`src/hw/rtl/ssp_pkg.sv`:
```
// Shared types, register indexes and reset constants for the stepper seek
// position controller. No dependencies.
package ssp_pkg;

  localparam int unsigned POS_W = 11;
  localparam int unsigned PER_W = 8;
  localparam int unsigned TGT_W = 16;
  localparam int unsigned IDX_W = 3;
  localparam int unsigned CFG_W = 11;

  // Register indexes on the configuration port
  localparam logic [IDX_W-1:0] REG_TRAVEL_LIMIT  = 3'd0;
  localparam logic [IDX_W-1:0] REG_NEAR_DISTANCE = 3'd1;
  localparam logic [IDX_W-1:0] REG_NEAR_PERIOD   = 3'd2;
  localparam logic [IDX_W-1:0] REG_FAR_PERIOD    = 3'd3;
  localparam logic [IDX_W-1:0] REG_DEADBAND      = 3'd4;
  localparam logic [IDX_W-1:0] REG_SETTLE_TICKS  = 3'd5;

  localparam logic [POS_W-1:0] TRAVEL_LIMIT_RST  = 11'd1600;
  localparam logic [POS_W-1:0] NEAR_DISTANCE_RST = 11'd50;
  localparam logic [PER_W-1:0] NEAR_PERIOD_RST   = 8'd10;
  localparam logic [PER_W-1:0] FAR_PERIOD_RST    = 8'd5;
  localparam logic [PER_W-1:0] DEADBAND_RST      = 8'd5;
  localparam logic [PER_W-1:0] SETTLE_TICKS_RST  = 8'd5;
  localparam logic [PER_W-1:0] PERIOD_RST        = 8'd10;

  // Item kinds
  localparam logic FUNC_TICK = 1'b0;
  localparam logic FUNC_SEEK = 1'b1;

  typedef enum logic [1:0] {
    PH_IDLE   = 2'd0,
    PH_MOVE   = 2'd1,
    PH_SETTLE = 2'd2
  } phase_t;

  typedef struct packed {
    logic [POS_W-1:0] travel_limit;
    logic [POS_W-1:0] near_distance;
    logic [PER_W-1:0] near_period;
    logic [PER_W-1:0] far_period;
    logic [PER_W-1:0] deadband;
    logic [PER_W-1:0] settle_ticks;
  } cfg_t;

  typedef struct packed {
    logic                    func;
    logic signed [TGT_W-1:0] target;
  } item_t;

  typedef struct packed {
    logic             step_pulse;
    logic             direction;
    logic             driver_off;
    logic [POS_W-1:0] position;
    logic             seek_accepted;
  } result_t;

endpackage

```
`src/hw/rtl/ssp_cfg_regs.sv`:
```
// Configuration register file of the stepper seek position controller.
// Depends on ssp_pkg.
module ssp_cfg_regs
  import ssp_pkg::*;
(
  input  logic             clk,
  input  logic             rst,
  input  logic             cfg_wr_en,
  input  logic [IDX_W-1:0] cfg_index,
  input  logic [CFG_W-1:0] cfg_data,
  output cfg_t             cfg
);

  always_ff @(posedge clk) begin
    if (rst) begin
      cfg.travel_limit  <= TRAVEL_LIMIT_RST;
      cfg.near_distance <= NEAR_DISTANCE_RST;
      cfg.near_period   <= NEAR_PERIOD_RST;
      cfg.far_period    <= FAR_PERIOD_RST;
      cfg.deadband      <= DEADBAND_RST;
      cfg.settle_ticks  <= SETTLE_TICKS_RST;
    end else if (cfg_wr_en) begin
      unique case (cfg_index)
        REG_TRAVEL_LIMIT:  cfg.travel_limit  <= cfg_data[POS_W-1:0];
        REG_NEAR_DISTANCE: cfg.near_distance <= cfg_data[POS_W-1:0];
        REG_NEAR_PERIOD:   cfg.near_period   <= cfg_data[PER_W-1:0];
        REG_FAR_PERIOD:    cfg.far_period    <= cfg_data[PER_W-1:0];
        REG_DEADBAND:      cfg.deadband      <= cfg_data[PER_W-1:0];
        REG_SETTLE_TICKS:  cfg.settle_ticks  <= cfg_data[PER_W-1:0];
        default: ;
      endcase
    end
  end

endmodule

```
`src/hw/rtl/ssp_in_stage.sv`:
```
// Input register of the stepper seek position controller: holds one beat
// until the motion stage takes it. Depends on ssp_pkg.
module ssp_in_stage
  import ssp_pkg::*;
(
  input  logic  clk,
  input  logic  rst,
  input  logic  in_valid,
  output logic  in_ready,
  input  item_t in_item,
  input  logic  advance,
  output logic  held_valid,
  output item_t held_item
);

  assign in_ready = !held_valid || advance;

  always_ff @(posedge clk) begin
    if (rst) begin
      held_valid <= 1'b0;
    end else if (in_ready) begin
      held_valid <= in_valid;
    end
  end

  always_ff @(posedge clk) begin
    if (in_ready && in_valid) begin
      held_item <= in_item;
    end
  end

endmodule

```
`src/hw/rtl/ssp_motion.sv`:
```
// Motion state of the stepper seek position controller: position, goal,
// period, phase, tick counter and direction, updated once per item.
// Depends on ssp_pkg.
module ssp_motion
  import ssp_pkg::*;
(
  input  logic    clk,
  input  logic    rst,
  input  logic    advance,
  input  item_t   item,
  input  cfg_t    cfg,
  output result_t res
);

  logic [POS_W-1:0] position, position_next;
  logic [POS_W-1:0] goal, goal_next;
  logic [PER_W-1:0] period, period_next;
  phase_t           phase, phase_next;
  logic [PER_W-1:0] tick_counter, tick_counter_next;
  logic             dir, dir_next;

  logic             above;
  logic             at_goal;
  logic [POS_W-1:0] pos_gap;
  logic [POS_W-1:0] step_pos;
  logic [PER_W-1:0] step_tc;
  logic             in_range;
  logic [POS_W-1:0] raw_pos;
  logic [POS_W-1:0] seek_pos;
  logic [POS_W-1:0] seek_dist;
  logic             idle_check;
  logic             do_step;
  logic             pulse;
  logic             accepted;

  always_ff @(posedge clk) begin
    if (rst) begin
      position     <= '0;
      goal         <= '0;
      period       <= PERIOD_RST;
      phase        <= PH_IDLE;
      tick_counter <= '0;
      dir          <= 1'b0;
    end else if (advance) begin
      position     <= position_next;
      goal         <= goal_next;
      period       <= period_next;
      phase        <= phase_next;
      tick_counter <= tick_counter_next;
      dir          <= dir_next;
    end
  end

  assign above    = position > goal;
  assign at_goal  = position == goal;
  assign pos_gap  = above ? position - goal : goal - position;
  assign step_pos = above ? position - 1'b1 : position + 1'b1;
  assign step_tc  = (period > 8'd1) ? period - 1'b1 : '0;

  // Seek: negative targets and targets at or past the travel limit are dropped
  assign in_range  = !item.target[TGT_W-1] &&
                     (item.target[TGT_W-2:0] < {{(TGT_W-1-POS_W){1'b0}}, cfg.travel_limit});
  assign raw_pos   = item.target[POS_W-1:0];
  assign seek_pos  = (position == '0) ? raw_pos : position;
  assign seek_dist = (seek_pos > raw_pos) ? seek_pos - raw_pos : raw_pos - seek_pos;

  always_comb begin
    position_next     = position;
    goal_next         = goal;
    period_next       = period;
    phase_next        = phase;
    tick_counter_next = tick_counter;
    dir_next          = dir;
    idle_check        = 1'b0;
    do_step           = 1'b0;
    pulse             = 1'b0;
    accepted          = 1'b0;

    if (item.func == FUNC_SEEK) begin
      if (in_range) begin
        accepted      = 1'b1;
        position_next = seek_pos;
        goal_next     = raw_pos;
        period_next   = (seek_dist < cfg.near_distance) ? cfg.near_period : cfg.far_period;
      end
    end else begin
      unique case (phase)
        PH_MOVE: begin
          if (tick_counter != '0) tick_counter_next = tick_counter - 1'b1;
          else                    do_step = 1'b1;
        end
        PH_SETTLE: begin
          if (tick_counter != '0) tick_counter_next = tick_counter - 1'b1;
          else                    idle_check = 1'b1;
        end
        default: idle_check = 1'b1;
      endcase

      if (idle_check) begin
        phase_next = PH_IDLE;
        if (pos_gap >= {{(POS_W-PER_W){1'b0}}, cfg.deadband}) begin
          do_step = 1'b1;
        end
      end

      if (do_step) begin
        if (at_goal) begin
          phase_next        = PH_SETTLE;
          tick_counter_next = cfg.settle_ticks;
        end else begin
          phase_next        = PH_MOVE;
          position_next     = step_pos;
          dir_next          = !above;
          tick_counter_next = step_tc;
          pulse             = 1'b1;
        end
      end
    end
  end

  assign res.step_pulse    = pulse;
  assign res.direction     = dir_next;
  assign res.driver_off    = phase_next != PH_MOVE;
  assign res.position      = position_next;
  assign res.seek_accepted = accepted;

endmodule

```
`src/hw/rtl/ssp_out_stage.sv`:
```
// Result register of the stepper seek position controller: holds a finished
// beat until the receiver takes it. Depends on ssp_pkg.
module ssp_out_stage
  import ssp_pkg::*;
(
  input  logic    clk,
  input  logic    rst,
  input  logic    load,
  input  result_t res_in,
  input  logic    out_ready,
  output logic    out_valid,
  output result_t res_out
);

  always_ff @(posedge clk) begin
    if (rst) begin
      out_valid <= 1'b0;
    end else if (load) begin
      out_valid <= 1'b1;
    end else if (out_ready) begin
      out_valid <= 1'b0;
    end
  end

  always_ff @(posedge clk) begin
    if (load) begin
      res_out <= res_in;
    end
  end

endmodule

```
`src/hw/rtl/stepper_seek_position_controller_core.sv`:
```
// Stepper seek position controller, top level.
// Instantiates ssp_cfg_regs, ssp_in_stage, ssp_motion and ssp_out_stage; uses ssp_pkg.
//
// Usage:
//   Input channel (in_valid/in_ready, func, target) carries one item per
//   beat: func = 0 is a one-millisecond tick, func = 1 a seek to target.
//   Output channel (out_valid/out_ready) returns exactly one result beat per
//   item: step_pulse, direction, driver_off, position, seek_accepted.
//   Configuration must be written through cfg_wr_en/cfg_index/cfg_data while the
//   block is idle, which the block does not enforce; a write takes effect at once.
// Timing:
//   An accepted item sits in the input register, is processed by the motion
//   logic and lands in the result register once that register is free or
//   draining. One item per cycle is sustained while out_ready stays high;
//   the motion state update is a single combinational pass.
// Reset (rst, synchronous): both pipeline registers empty, position and
//   goal zero, period 10, phase idle, configuration at its reset values.
// Stall: while the receiver holds out_ready low, the result stays put and
//   one more item is still taken into the input register; then in_ready
//   drops until the result is taken.
module stepper_seek_position_controller_core
  import ssp_pkg::*;
(
  input  logic                    clk,
  input  logic                    rst,
  input  logic                    in_valid,
  output logic                    in_ready,
  input  logic                    func,
  input  logic signed [TGT_W-1:0] target,
  output logic                    out_valid,
  input  logic                    out_ready,
  output logic                    step_pulse,
  output logic                    direction,
  output logic                    driver_off,
  output logic [POS_W-1:0]        position,
  output logic                    seek_accepted,
  input  logic                    cfg_wr_en,
  input  logic [IDX_W-1:0]        cfg_index,
  input  logic [CFG_W-1:0]        cfg_data
);

  cfg_t    cfg;
  item_t   in_item;
  item_t   held_item;
  logic    held_valid;
  logic    advance;
  result_t res_next;
  result_t res_q;

  assign in_item.func   = func;
  assign in_item.target = target;

  // Advance when a held beat exists and the result register is free or draining
  assign advance = held_valid && (!out_valid || out_ready);

  ssp_cfg_regs u_cfg (
    .clk       (clk),
    .rst       (rst),
    .cfg_wr_en (cfg_wr_en),
    .cfg_index (cfg_index),
    .cfg_data  (cfg_data),
    .cfg       (cfg)
  );

  ssp_in_stage u_in (
    .clk        (clk),
    .rst        (rst),
    .in_valid   (in_valid),
    .in_ready   (in_ready),
    .in_item    (in_item),
    .advance    (advance),
    .held_valid (held_valid),
    .held_item  (held_item)
  );

  ssp_motion u_motion (
    .clk     (clk),
    .rst     (rst),
    .advance (advance),
    .item    (held_item),
    .cfg     (cfg),
    .res     (res_next)
  );

  ssp_out_stage u_out (
    .clk       (clk),
    .rst       (rst),
    .load      (advance),
    .res_in    (res_next),
    .out_ready (out_ready),
    .out_valid (out_valid),
    .res_out   (res_q)
  );

  assign step_pulse    = res_q.step_pulse;
  assign direction     = res_q.direction;
  assign driver_off    = res_q.driver_off;
  assign position      = res_q.position;
  assign seek_accepted = res_q.seek_accepted;

endmodule

```
`config.mk`:
```
export PLATFORM = sky130hd
export DESIGN_NAME = stepper_seek_position_controller_core
export DESIGN_NICKNAME = d
export VERILOG_FILES = /design/src/hw/rtl/ssp_pkg.sv /design/src/hw/rtl/ssp_cfg_regs.sv /design/src/hw/rtl/ssp_in_stage.sv /design/src/hw/rtl/ssp_motion.sv /design/src/hw/rtl/ssp_out_stage.sv /design/src/hw/rtl/stepper_seek_position_controller_core.sv
export SDC_FILE = /design/constraint.sdc
export NUM_CORES = 1
export LEC_CHECK = 0
export ABC_AREA = 1
export BUFFER_PORTS_ARGS = -buffer_cell sky130_fd_sc_hd__buf_2
export CAP_MARGIN = 20
export CORE_MARGIN = 1.5
export CORE_UTILIZATION = 40
export CTS_CLUSTER_SIZE = 28
export DETAILED_ROUTE_END_ITERATION = 12
export SLEW_MARGIN = 15
export SYNTH_ARGS = -nofsm -noshare
export SYNTH_HDL_FRONTEND = slang
export SYNTH_SLANG_ARGS = --single-unit
```
`constraint.sdc`:
```
create_clock -name clk -period 4.4 [get_ports clk]
set_input_delay 0.44 -clock clk [delete_from_list [all_inputs] [get_ports clk]]
set_output_delay 0.44 -clock clk [all_outputs]
set_load 0.005 [all_outputs]
```
==> metrics.md <==
| Metric | Value |
|---|---|
| ANT cells | `0` |
| Total wire length | `~26000 µm` |
| Crit path kind | `flop to flop` |
| Row count | `54` |
| Initial antenna violation count | `0` |
| Cell variety after synth | `47` |
| Vias | `8440` |
| Ys async rst share | `0%` |
| Global-route wire length before repair | `41400 µm` |
| Fin. Hold Viols | `0` |
| Synthesized instance count | `~1.3k` |
| RSZ-0062 raised after global routing | `true` |
| Worst Reg-to-Reg Cells | `29` |
| Root buffer cell | `clkbuf_16` |
| Cell taking the most area after synthesis | `dfxtp_1` |
| Status | `finished, final reports clean` |
| Nature of the critical path startpoint | `flop` |
| Global route overflow | `0` |
| Worst Setup End Kind | `flop` |
| Worst vdd ir | `0.000295 V` |
| Worst reg2reg setup slack | `0.20 ns` |
| IO Count | `53` |
| Hpwl dp | `19800 µm` |
| Yosys reg bits | `129` |
| CTS tree | `yes` |
| Max Slew Vio Count | `0` |
| Final setup fails | `0` |
| Number of filler cells placed in the layout | `2217` |
| # DRC | `0` |
| Clock-pin slew on the worst setup and hold paths | `0.06 ns` |
| Hold-fix buffers, CTS | `0` |
| Post-synth EDFFs | `32` |
| Num CTS Buffers | `17` |
| Area share of the largest cell type after synthesis | `21.8%` |
| Most frequent cells in the layout | `305 x nand2_1, 186 x inv_1, 121 x a21oi_1` |
| Reg-to-Reg End | `u_motion.period[1]$_SDFFE_PP1P_` |
| Syn nets | `1402` |
| Slew @ Worst Pin | `1.00 ns` |
| Clk sinks | `around 130` |
| Hold WS | `a little under 0.2 ns` |
| Gr usage total | `22.5%` |
| Worst EP arrival | `roughly 4.5 ns` |
| Mean Syn Cell Area | `6.97 µm²` |
| H-Tree Level Count | `4` |
| Footprint of the multi-input gates | `5180 µm²` |
| Min Tclk post-route | `4.20 ns` |
| Min-delay src | `target[11]` |
| Hold path endpoint | `u_in.held_item[11]$_DFFE_PP_` |
| DR WL/cell | `15.8 µm` |
| Overall power | `4680 µW` |
| RD Place Congestion | `0.977` |
| Slowest cell delay on critical path | `0.40 ns` |
| Share of layout cells above drive strength 1 | `between 10% and 20%` |
| Slew HR | `about a third` |
| Largest net degree at the start of global routing | `75` |
| LEAKAGE | `0.00507 µW` |
| Worst-skew pair later-pin latency | `0.43 ns` |
| Crit Path Max Fanout | `11` |
| Synth-to-layout area growth | `16.2%` |
| Worst Hold Class | `input port to flop` |
| Register area share after synthesis | `between 30% and 40%` |
| Achievable clock frequency | `238 MHz` |
| Final net count | `1490` |
| Top cell by count, worst path | `nand2_1` |
| Chip Width | `152 µm` |
| Vias in the first global route | `7890` |
| Dominant synthesized flop cell | `dfxtp_1` |
| Crit path max-delay cell type | `dfxtp_1` |
| DR vias/cell | `approximately 5` |
| Pre-Repair DR Iteration Count | `5` |
| Seq. cell area | `2910 µm²` |
| Die area | `23200 µm²` |
| Final Cycle Share | `95.5%` |
| Die Y | `~150 µm` |
| Initial core utilization | `40.8%` |
| Worst reg2reg startpoint | `u_motion.position[5]$_SDFFE_PP0P_` |
| Skew final | `0.0172 ns` |
| Hold path cells | `1` |
| Port bufs | `52` |
| WP data required | `4.67 ns` |
| Most common cell after layout, fill and taps aside | `nand2_1` |
| Max clock buf depth | `2` |
| Core ar. | `21800 µm²` |
| Syn Std Cell Area | `between 8000 and 9000 µm²` |
| Synth top area cells | `dfxtp_1 22%, nand2_1 13%, ha_1 12%, edfxtp_1 11%, inv_1 7.9%` |
| Yosys warns | `0` |
| Initial DRC count | `535` |
| Max-Cap Viols | `0` |
| PwrDens | `~450 nW/µm²` |
| DRT antenna net count | `0` |
sequential cells by signal, indices dropped and copies added, names as in the netlist:
register and count:
u_cfg.cfg 54, u_motion.phase 2, u_out.out_valid 1, u_in.held_item 17
u_motion.tick_counter 8, u_out.res_out 15, u_motion.period 8, u_in.held_valid 1
u_motion.goal 11, u_motion.position 11, u_motion.dir 1
metal layers:
layer  part of all wire, %  vias to the layer above  GRT usage (%)
li1                      -                     4324              -
met1                    47                     3841           30.8
met2                    45                      230           35.9
met3                   4.5                       45           3.01
met4                   3.2                        0           8.92
met5                     0                        -              0
synthesized netlist by cell type, drive strengths merged (2+ instances only):
cell	number
or2	3
fa	5
mux2i	2
inv	191
a21oi	122
a31oi	3
edfxtp	32
nor4	2
nor3	9
xnor2	10
o211ai	12
clkbuf	26
o31ai	2
o21ai	113
a22oi	7
clkinv	4
ha	84
nand4	7
nor2	108
buf	10
nand3	70
dfxtp	97
xor2	32
o21bai	2
o2111ai	3
nand2	312
layout make-up:
class                   instances  area share [%]
clock buffers                  19            4.19
clock inverters                13           0.689
inverters                     195            7.15
multi-input cells             918            50.1
flip-flops and latches        129            28.1
well taps                     280            3.39
repair buffers                102            6.22
repair inverters                2           0.145
through the flow:
| step | cell area [µm²] | std cells | TNS, ns | worst slack (ns) | util [%] |
|---|---|---|---|---|---|
| finish | 10300 | 1658 | 0 | 0.199 | 47.4 |
| global route | 10300 | 1658 | -0.614 | -0.120 | 47.4 |
| CTS | 10200 | 1649 | 0 | 0.0714 | 46.7 |
| detailed placement | 9680 | 1617 | 0 | 0.0575 | 44.3 |
| global placement | 9680 | 1617 | 0 | 0.147 | 44.3 |
| floorplan | 8900 | 1277 | 0 | 0.434 | - |
how the worst max path moves through the flow:
stage | to | start | slack, ns
2_1_floorplan | u_motion.period[1]$_SDFFE_PP1P_ | u_motion.position[9]$_SDFFE_PP0P_ | 0.43
3_3_place_gp | u_motion.period[1]$_SDFFE_PP1P_ | u_motion.position[7]$_SDFFE_PP0P_ | 0.15
3_5_place_dp | u_motion.period[1]$_SDFFE_PP1P_ | u_motion.position[6]$_SDFFE_PP0P_ | 0.06
4_1_cts | u_motion.period[1]$_SDFFE_PP1P_ | u_motion.position[6]$_SDFFE_PP0P_ | 0.07
5_1_grt | u_motion.period[1]$_SDFFE_PP1P_ | u_motion.position[6]$_SDFFE_PP0P_ | -0.12
6_report | u_motion.period[1]$_SDFFE_PP1P_ | u_motion.position[5]$_SDFFE_PP0P_ | 0.20
worst max-delay path: cells and delay by family, from the launching register on:
family | cells | cell delay (ns)
compound gates | 8 | 0.87
flops | 1 | 0.40
simple gates | 14 | 1.58
fa+ha+maj | 2 | 0.56
buf+inv | 5 | 0.62
cell families after synthesis:
group | after synthesis | synth area share, %
AOI/OAI and AO/OA | 271 | 16.3
adders and majority gates | 89 | 12.9
and+or+nand+nor | 513 | 23.6
xor gates and xnor gates | 42 | 4.13
buffers and inverters | 231 | 10.2
DFF | 129 | 32.6
muxes | 2 | 0.225
report_power, final:
part / internal (µW) / switching [µW]
sequential: 1300 / 48.8
combinational: 782 / 1320
clock: 706 / 527
total: 2790 / 1890
repair_timing:
item                                    4_1_cts  5_1_grt
cloned                                        0        3
pin swaps                                     0        7
buffers inserted                              0        6
resized for setup                             1       36
hold endpoints to repair                      0        0
endpoints found under the setup margin        1       42
Power figures use the tool's default switching activity.
